===== src/hdl/epwr_pkg.sv =====
// ----------------------------------------------------------------------------
// echo pulse width ranger package
// shared types and constants for the echo pulse ranger
// ----------------------------------------------------------------------------
package epwr_pkg;

  // action codes of an input word
  typedef enum logic [1:0] {
    ACT_START   = 2'd0,
    ACT_OVERFLOW = 2'd1,
    ACT_RISE    = 2'd2,
    ACT_FALL    = 2'd3
  } action_t;

  // configuration register indexes
  typedef enum logic {
    REG_PERIOD    = 1'b0,
    REG_PRESCALER = 1'b1
  } reg_index_t;

  // sequencer states
  typedef enum logic [2:0] {
    S_IDLE,
    S_TICKS,
    S_RATE,
    S_LOAD,
    S_MS,
    S_DIST
  } state_t;

  localparam int OVF_W   = 8;
  localparam int TICKS_W = 25;
  localparam int NUM_W   = 34;
  localparam int DEN_W   = 27;
  localparam int MS_W    = 22;
  localparam int DIST_W  = 30;
  localparam int CNT_W   = 6;

  localparam logic [DEN_W-1:0]  CLOCK_HZ        = 27'd72000000;
  localparam logic [9:0]        MS_PER_S        = 10'd1000;
  localparam logic [7:0]        MM_PER_MS       = 8'd170;
  localparam logic [15:0]       TIMEOUT_CAPTURE = 16'hFFFF;
  localparam logic [MS_W-1:0]   MS_MAX          = 22'd4194303;
  localparam logic [15:0]       PERIOD_RESET    = 16'd65535;
  localparam logic [15:0]       PRESCALER_RESET = 16'd71;

  // steps of the shift-subtract divider, minus one
  localparam logic [CNT_W-1:0]  RATE_LAST = 6'(DEN_W - 1);
  localparam logic [CNT_W-1:0]  MS_LAST   = 6'(NUM_W - 1);

endpackage


===== src/hdl/echo_pulse_width_ranger.sv =====
// ----------------------------------------------------------------------------
// echo pulse width ranger
// times an ultrasonic echo pulse and converts it to milliseconds and distance
// ----------------------------------------------------------------------------
// usage
//   input channel: one word per event (start, overflow tick, rising edge,
//   falling edge with the captured counter). start, tick and edge words that
//   end no measurement leave the block idle with in_ready high.
//   a falling edge while high, or a tick past OVERFLOW_LIMIT, completes a
//   measurement: in_ready drops while one shift-subtract divider runs twice,
//   first 27 steps for the tick rate from the prescaler, then 34 steps for
//   ticks*1000 over that rate. the result word is then held in the output
//   register until taken.
//   if the receiver stalls, the sequencer waits in its last step, and
//   in_ready stays low through the stall.
//   config channel: always ready; write only while idle.
//   reset: period 65535, prescaler 71, waiting for a rising edge, no result.
// ----------------------------------------------------------------------------
module echo_pulse_width_ranger #(
  parameter int OVERFLOW_LIMIT = 63
) (
  input  logic        clk,
  input  logic        rst,
  input  logic        in_valid,
  output logic        in_ready,
  input  logic [1:0]  action,
  input  logic [15:0] captured_count,
  output logic        out_valid,
  input  logic        out_ready,
  output logic [5:0]  overflow_count,
  output logic [15:0] capture_value,
  output logic [21:0] elapsed_ms,
  output logic [29:0] distance_mm,
  output logic        timed_out,
  input  logic        cfg_valid,
  output logic        cfg_ready,
  input  logic        cfg_index,
  input  logic [15:0] cfg_data
);

  localparam logic [epwr_pkg::OVF_W-1:0] LIMIT = epwr_pkg::OVF_W'(OVERFLOW_LIMIT);

  epwr_pkg::state_t state, state_next;

  logic [15:0] timer_period;
  logic [15:0] timer_prescaler;

  logic                        high_phase;
  logic [epwr_pkg::OVF_W-1:0]  overflows_seen;
  logic [15:0]                 latched_capture;
  logic                        timeout_flag;

  logic [epwr_pkg::TICKS_W-1:0] ticks;
  logic [epwr_pkg::DEN_W-1:0]   div_rem;
  logic [epwr_pkg::NUM_W-1:0]   div_quo;
  logic [epwr_pkg::DEN_W-1:0]   div_den;
  logic [epwr_pkg::CNT_W-1:0]   step_cnt;

  logic                         in_acc;
  logic                         complete;
  logic                         out_free;
  logic [epwr_pkg::DEN_W:0]     shifted;
  logic [epwr_pkg::DEN_W+1:0]   diff;
  logic                         ge;
  logic [epwr_pkg::MS_W-1:0]    ms_sat;

  assign cfg_ready = 1'b1;
  assign in_ready  = (state == epwr_pkg::S_IDLE);
  assign in_acc    = in_valid && in_ready;
  assign out_free  = !out_valid || out_ready;

  // does this word end a measurement
  always_comb begin
    complete = 1'b0;
    unique case (epwr_pkg::action_t'(action))
      epwr_pkg::ACT_OVERFLOW: complete = high_phase && (overflows_seen >= LIMIT);
      epwr_pkg::ACT_FALL:     complete = high_phase;
      default:                complete = 1'b0;
    endcase
  end

  // shared shift-subtract divider step
  assign shifted = {div_rem, div_quo[epwr_pkg::NUM_W-1]};
  assign diff    = {1'b0, shifted} - {2'b00, div_den};
  assign ge      = !diff[epwr_pkg::DEN_W+1];

  assign ms_sat = (div_quo > epwr_pkg::NUM_W'(epwr_pkg::MS_MAX)) ?
                  epwr_pkg::MS_MAX : div_quo[epwr_pkg::MS_W-1:0];

  always_ff @(posedge clk) begin
    if (rst) begin
      state <= epwr_pkg::S_IDLE;
    end else begin
      state <= state_next;
    end
  end

  always_comb begin
    state_next = state;
    unique case (state)
      epwr_pkg::S_IDLE: begin
        if (in_acc && complete) state_next = epwr_pkg::S_TICKS;
      end
      epwr_pkg::S_TICKS: state_next = epwr_pkg::S_RATE;
      epwr_pkg::S_RATE: begin
        if (step_cnt == '0) state_next = epwr_pkg::S_LOAD;
      end
      epwr_pkg::S_LOAD: state_next = epwr_pkg::S_MS;
      epwr_pkg::S_MS: begin
        if (step_cnt == '0) state_next = epwr_pkg::S_DIST;
      end
      epwr_pkg::S_DIST: begin
        if (out_free) state_next = epwr_pkg::S_IDLE;
      end
      default: state_next = epwr_pkg::S_IDLE;
    endcase
  end

  // configuration registers
  always_ff @(posedge clk) begin
    if (rst) begin
      timer_period    <= epwr_pkg::PERIOD_RESET;
      timer_prescaler <= epwr_pkg::PRESCALER_RESET;
    end else if (cfg_valid) begin
      unique case (epwr_pkg::reg_index_t'(cfg_index))
        epwr_pkg::REG_PERIOD:    timer_period    <= cfg_data;
        epwr_pkg::REG_PRESCALER: timer_prescaler <= cfg_data;
        default: ;
      endcase
    end
  end

  // measurement state
  always_ff @(posedge clk) begin
    if (rst) begin
      high_phase      <= 1'b0;
      overflows_seen  <= '0;
      latched_capture <= '0;
      timeout_flag    <= 1'b0;
    end else if (in_acc) begin
      unique case (epwr_pkg::action_t'(action))
        epwr_pkg::ACT_START: begin
          high_phase      <= 1'b0;
          overflows_seen  <= '0;
          latched_capture <= '0;
        end
        epwr_pkg::ACT_OVERFLOW: begin
          if (complete) begin
            latched_capture <= epwr_pkg::TIMEOUT_CAPTURE;
            timeout_flag    <= 1'b1;
            high_phase      <= 1'b0;
          end else if (high_phase) begin
            overflows_seen <= overflows_seen + epwr_pkg::OVF_W'(1);
          end
        end
        epwr_pkg::ACT_RISE: begin
          high_phase      <= 1'b1;
          overflows_seen  <= '0;
          latched_capture <= '0;
        end
        epwr_pkg::ACT_FALL: begin
          if (complete) begin
            latched_capture <= captured_count;
            timeout_flag    <= 1'b0;
            high_phase      <= 1'b0;
          end
        end
        default: ;
      endcase
    end
  end

  // arithmetic sequence
  always_ff @(posedge clk) begin
    unique case (state)
      epwr_pkg::S_TICKS: begin
        ticks    <= epwr_pkg::TICKS_W'(overflows_seen) *
                    epwr_pkg::TICKS_W'({1'b0, timer_period} + 17'd1)
                    + epwr_pkg::TICKS_W'(latched_capture) + 25'd1;
        // dividend left-aligned so the msb shifts out first
        div_quo  <= epwr_pkg::NUM_W'(epwr_pkg::CLOCK_HZ) <<
                    (epwr_pkg::NUM_W - epwr_pkg::DEN_W);
        div_rem  <= '0;
        div_den  <= epwr_pkg::DEN_W'({1'b0, timer_prescaler} + 17'd1);
        step_cnt <= epwr_pkg::RATE_LAST;
      end
      epwr_pkg::S_RATE, epwr_pkg::S_MS: begin
        div_rem  <= ge ? diff[epwr_pkg::DEN_W-1:0] : shifted[epwr_pkg::DEN_W-1:0];
        div_quo  <= {div_quo[epwr_pkg::NUM_W-2:0], ge};
        step_cnt <= step_cnt - epwr_pkg::CNT_W'(1);
      end
      epwr_pkg::S_LOAD: begin
        // rate in ticks per second becomes the divisor
        div_den  <= div_quo[epwr_pkg::DEN_W-1:0];
        div_quo  <= epwr_pkg::NUM_W'(ticks) * epwr_pkg::NUM_W'(epwr_pkg::MS_PER_S);
        div_rem  <= '0;
        step_cnt <= epwr_pkg::MS_LAST;
      end
      default: ;
    endcase
  end

  // output register
  always_ff @(posedge clk) begin
    if (rst) begin
      out_valid <= 1'b0;
    end else if (state == epwr_pkg::S_DIST && out_free) begin
      out_valid <= 1'b1;
    end else if (out_ready) begin
      out_valid <= 1'b0;
    end
  end

  always_ff @(posedge clk) begin
    if (state == epwr_pkg::S_DIST && out_free) begin
      overflow_count <= overflows_seen[5:0];
      capture_value  <= latched_capture;
      elapsed_ms     <= ms_sat;
      distance_mm    <= epwr_pkg::DIST_W'(ms_sat) * epwr_pkg::DIST_W'(epwr_pkg::MM_PER_MS);
      timed_out      <= timeout_flag;
    end
  end

endmodule


===== config.mk =====
export PLATFORM = sky130hd
export DESIGN_NAME = echo_pulse_width_ranger
export DESIGN_NICKNAME = d
export VERILOG_FILES = /design/src/hdl/epwr_pkg.sv /design/src/hdl/echo_pulse_width_ranger.sv
export SDC_FILE = /design/constraint.sdc
export NUM_CORES = 1
export LEC_CHECK = 0
export BUFFER_PORTS_ARGS = -buffer_cell sky130_fd_sc_hd__buf_2
export CAP_MARGIN = 20
export CORE_UTILIZATION = 60
export CTS_CLUSTER_SIZE = 24
export DETAILED_ROUTE_END_ITERATION = 10
export GPL_ROUTABILITY_DRIVEN = 0
export HOLD_SLACK_MARGIN = 0.06
export PLACE_DENSITY = 0.86
export SYNTH_ARGS = -nofsm -noshare
export SYNTH_HDL_FRONTEND = slang
export SYNTH_SLANG_ARGS = --single-unit

===== constraint.sdc =====
create_clock -name clk -period 12.9 [get_ports clk]
set_input_delay 1.29 -clock clk [delete_from_list [all_inputs] [get_ports clk]]
set_output_delay 1.29 -clock clk [all_outputs]
set_load 0.005 [all_outputs]

==> impl_metrics.env <==
export IMPL_post_cts_setup_buffers=0
export IMPL_max_freq_ghz=0.152
export IMPL_hold_end="capture_value[13]"
export IMPL_rsz0062_at_grt="false"
export IMPL_cp_start_kind="register"
export IMPL_drtIter0Drc=1193
export IMPL_nFillCells=2728
export IMPL_hold_violations=0
export IMPL_drive_above_1_share=0.0852
export IMPL_clockBufferDepth=3
export IMPL_worst_pin_slew_ns=0.920
export IMPL_synthCells=2380
export IMPL_postRouteWirelength_um=51900
export IMPL_portBuffers=115
export IMPL_ys_seq_elements=253
export IMPL_antennaDiodeCount=0
export IMPL_hold_depth=0
export IMPL_r2r_end="ticks[22]"
export IMPL_nets=2961
export IMPL_synth_avg_cell_area_um2=9.74
export IMPL_antenna_found_initial=0
export IMPL_grtUsageMet1=0.328
export IMPL_busiest_layer="met2"
export IMPL_clkSlewWorstSetupHoldPaths_ns=0.06
export IMPL_drt_vias_per_instance=5.71
export IMPL_hpwlAfterDp_um=40000
export IMPL_root_buffer="clkbuf_16"
export IMPL_drc=0
export IMPL_cap_violations=0
export IMPL_drt_pass1_iter_count=7
export IMPL_cts_tree="built"
export IMPL_finalSetupViolCount=0
export IMPL_worst_slack_ns=6.33
export IMPL_antenna_left=0
export IMPL_first_global_vias=17805
export IMPL_die_h_um=199
export IMPL_cts_max_level=1
export IMPL_drv_slew=0
export IMPL_ys_warn_count=0
export IMPL_start_util=0.612
export IMPL_min_from="latched_capture[13]"
export IMPL_die_w_um=199
export IMPL_holdBufCountCts=0
export IMPL_crit_start="timer_period[0]"
export IMPL_fin_crit_sh=0.509
export IMPL_syn_num_nets=2875
export IMPL_dp_slack_ns=6.43
export IMPL_ff2ff_setup_slack_ns=6.33
export IMPL_ys_seq_area_frac=0.301
export IMPL_peakVddDrop_mv=0.439
export IMPL_final_setup_tns_ns=0
export IMPL_grt_max_degree=61
export IMPL_total_power_mw=7.02
export IMPL_core_rowCount=71
export IMPL_path_class="reg2reg"
export IMPL_coreArea_um2=37800
export IMPL_synthesis_area_um2=23200
export IMPL_worstPathRequired_ns=13.21
export IMPL_maxSlewHeadroom=0.385
export IMPL_grtUsageMet2=0.490
export IMPL_dieArea_um2=39400
export IMPL_synth_edf_count=191
export IMPL_cp_data_arrival_time_ns=6.88
export IMPL_ys_flop_type="edfxtp_1"
export IMPL_num_vias=17137
export IMPL_cts_buffers=28
export IMPL_pwr_density_cell_nw_per_um2=279
export IMPL_ctsResizeCount=0
export IMPL_use_met3=0.0381
export IMPL_hp_class="reg2reg"
export IMPL_ioPinCount=118
export IMPL_fin_crit_ns=6.57
export IMPL_grt_use_total=0.273
export IMPL_utilization=0.665
export IMPL_grt_overflow=0
export IMPL_wire_per_inst_um=17.3
export IMPL_final_common_cell="inv_1"
export IMPL_final_cell_mix="436 x inv_1, 229 x fa_1, 226 x ha_1"
export IMPL_ff2ff_path_depth=22
export IMPL_p_leak_nw=11.6
export IMPL_regToRegStartpoint="timer_period[0]"
export IMPL_path_max_fanout=11
export IMPL_layout_area_overhead_vs_synth_pct=8.59
export IMPL_async_reset_ff_frac=0
export IMPL_worst_setup_path_end_kind="register"
export IMPL_status="finished, final reports clean"
export IMPL_yosysUniqueCellTypes=67
export IMPL_clock_skew_ns=0.0120
export IMPL_clock_sinks=253
export IMPL_grt_pass1_wl_um=86200
export IMPL_clk_latency_ns=0.57
[cell type report]
class / count / area (um^2) / share of cell area
timing repair buffer: 124 / 663 / 0.0264
tap: 511 / 639 / 0.0254
sequential: 253 / 6980 / 0.277
multi-input combinational: 1622 / 14300 / 0.568
clock inverter: 13 / 119 / 0.00472
clock buffer: 39 / 836 / 0.0332
inverter: 437 / 1640 / 0.0652
[through the flow]
step | area (um^2) | instances | hold slack [ns]
2_1_floorplan | 23200 | 2380 | 0.406
3_3_place_gp | 24200 | 2946 | 0.432
3_5_place_dp | 24200 | 2946 | 0.441
4_1_cts | 25100 | 2998 | 0.455
5_1_grt | 25200 | 2999 | 0.462
6_report | 25200 | 2999 | 0.457
[logic make-up (layout without fill, tap and decap cells)]
family | count (synthesis) | count (layout) | share of synthesized area
AOI/OAI and AO/OA | 370 | 370 | 0.0998
xor gates and xnor gates | 128 | 128 | 0.0484
adders and majority gates | 456 | 456 | 0.320
buffers and inverters | 505 | 613 | 0.0829
DFF | 253 | 253 | 0.301
muxes | 23 | 23 | 0.00994
other | 2 | 2 | 0.000324
and+or+nand+nor | 643 | 643 | 0.137
[where the power goes]
| group | leakage [nW] | internal (mW) | switching [mW] |
|---|---|---|---|
| registers | 2.08 | 1.12 | 0.140 |
| clock network | 0.467 | 0.477 | 0.343 |
| logic | 9.06 | 1.98 | 2.96 |
[how the worst max path moves through the flow]
stage	end	slack, ns	cells past startpoint
3_5_place_dp	ticks[22]	6.43	22
3_3_place_gp	ticks[22]	6.66	22
5_1_grt	distance_mm[29]	6.05	21
2_1_floorplan	ticks[22]	7.14	22
4_1_cts	ticks[22]	6.38	22
6_report	ticks[22]	6.33	22
[cells in the mapped netlist, types with 5 or more instances]
library cell / n / area [um^2]
inv_1: 436 / 1640
fa_1: 229 / 4580
ha_1: 226 / 2830
nand2_1: 205 / 769
edfxtp_1: 191 / 5740
a21oi_1: 126 / 631
nor2_1: 122 / 458
o21ai_0: 97 / 485
xnor2_1: 68 / 596
nor2b_1: 65 / 407
dfxtp_1: 62 / 1240
xor2_1: 60 / 526
clkbuf_1: 59 / 221
a21o_1: 40 / 300
and2_1: 40 / 250
nand3_1: 39 / 195
nand2b_1: 37 / 231
and3_1: 27 / 169
nand3b_1: 24 / 180
mux2i_1: 23 / 230
or2_2: 21 / 131
nand4_1: 19 / 119
nor3_1: 19 / 95.1
o21a_1: 13 / 97.6
a31oi_1: 12 / 75.1
o21bai_1: 11 / 82.6
a211oi_1: 10 / 75.1
or3_1: 10 / 62.6
o31ai_1: 8 / 60.1
buf_4: 6 / 45.0
nor4_1: 6 / 37.5
o211ai_1: 5 / 37.5
o31a_1: 5 / 43.8
[state kept, by name, indices dropped and copies added (netlist names), 8 cells and up]
| name | flops |
|---|---|
| latched_capture | 16 |
| ticks | 25 |
| div_quo | 34 |
| div_rem | 27 |
| timer_prescaler | 16 |
| overflows_seen | 8 |
| capture_value | 16 |
| div_den | 27 |
| timer_period | 16 |
| distance_mm | 27 |
| elapsed_ms | 22 |
[critical path, stage by stage, from the launching register on]
cell       delay, ns
dfxtp_1         0.55
ha_1            0.32
nand2_1         0.09
or2_2           0.34
xor2_1          0.53
nand2b_1        0.21
fa_1            0.43
inv_1           0.09
fa_1            0.43
fa_1            0.49
inv_1           0.05
fa_1            0.53
inv_1           0.04
ha_1            0.34
o21a_1          0.13
o21a_1          0.20
a2111oi_4       0.38
o31ai_1         0.21
a2111oi_2       0.39
nor3_1          0.14
a21o_1          0.21
a21oi_2         0.16
xnor2_1         0.08
[per-layer routing]
| metal | vias to the layer above | wire, um |
|---|---|---|
| li1 | 7962 | - |
| met1 | 8322 | 19700 |
| met2 | 693 | 26300 |
| met3 | 160 | 3640 |
| met4 | 0 | 2230 |
| met5 | - | 0 |
Note: power is estimated with default switching activity, not from simulation.
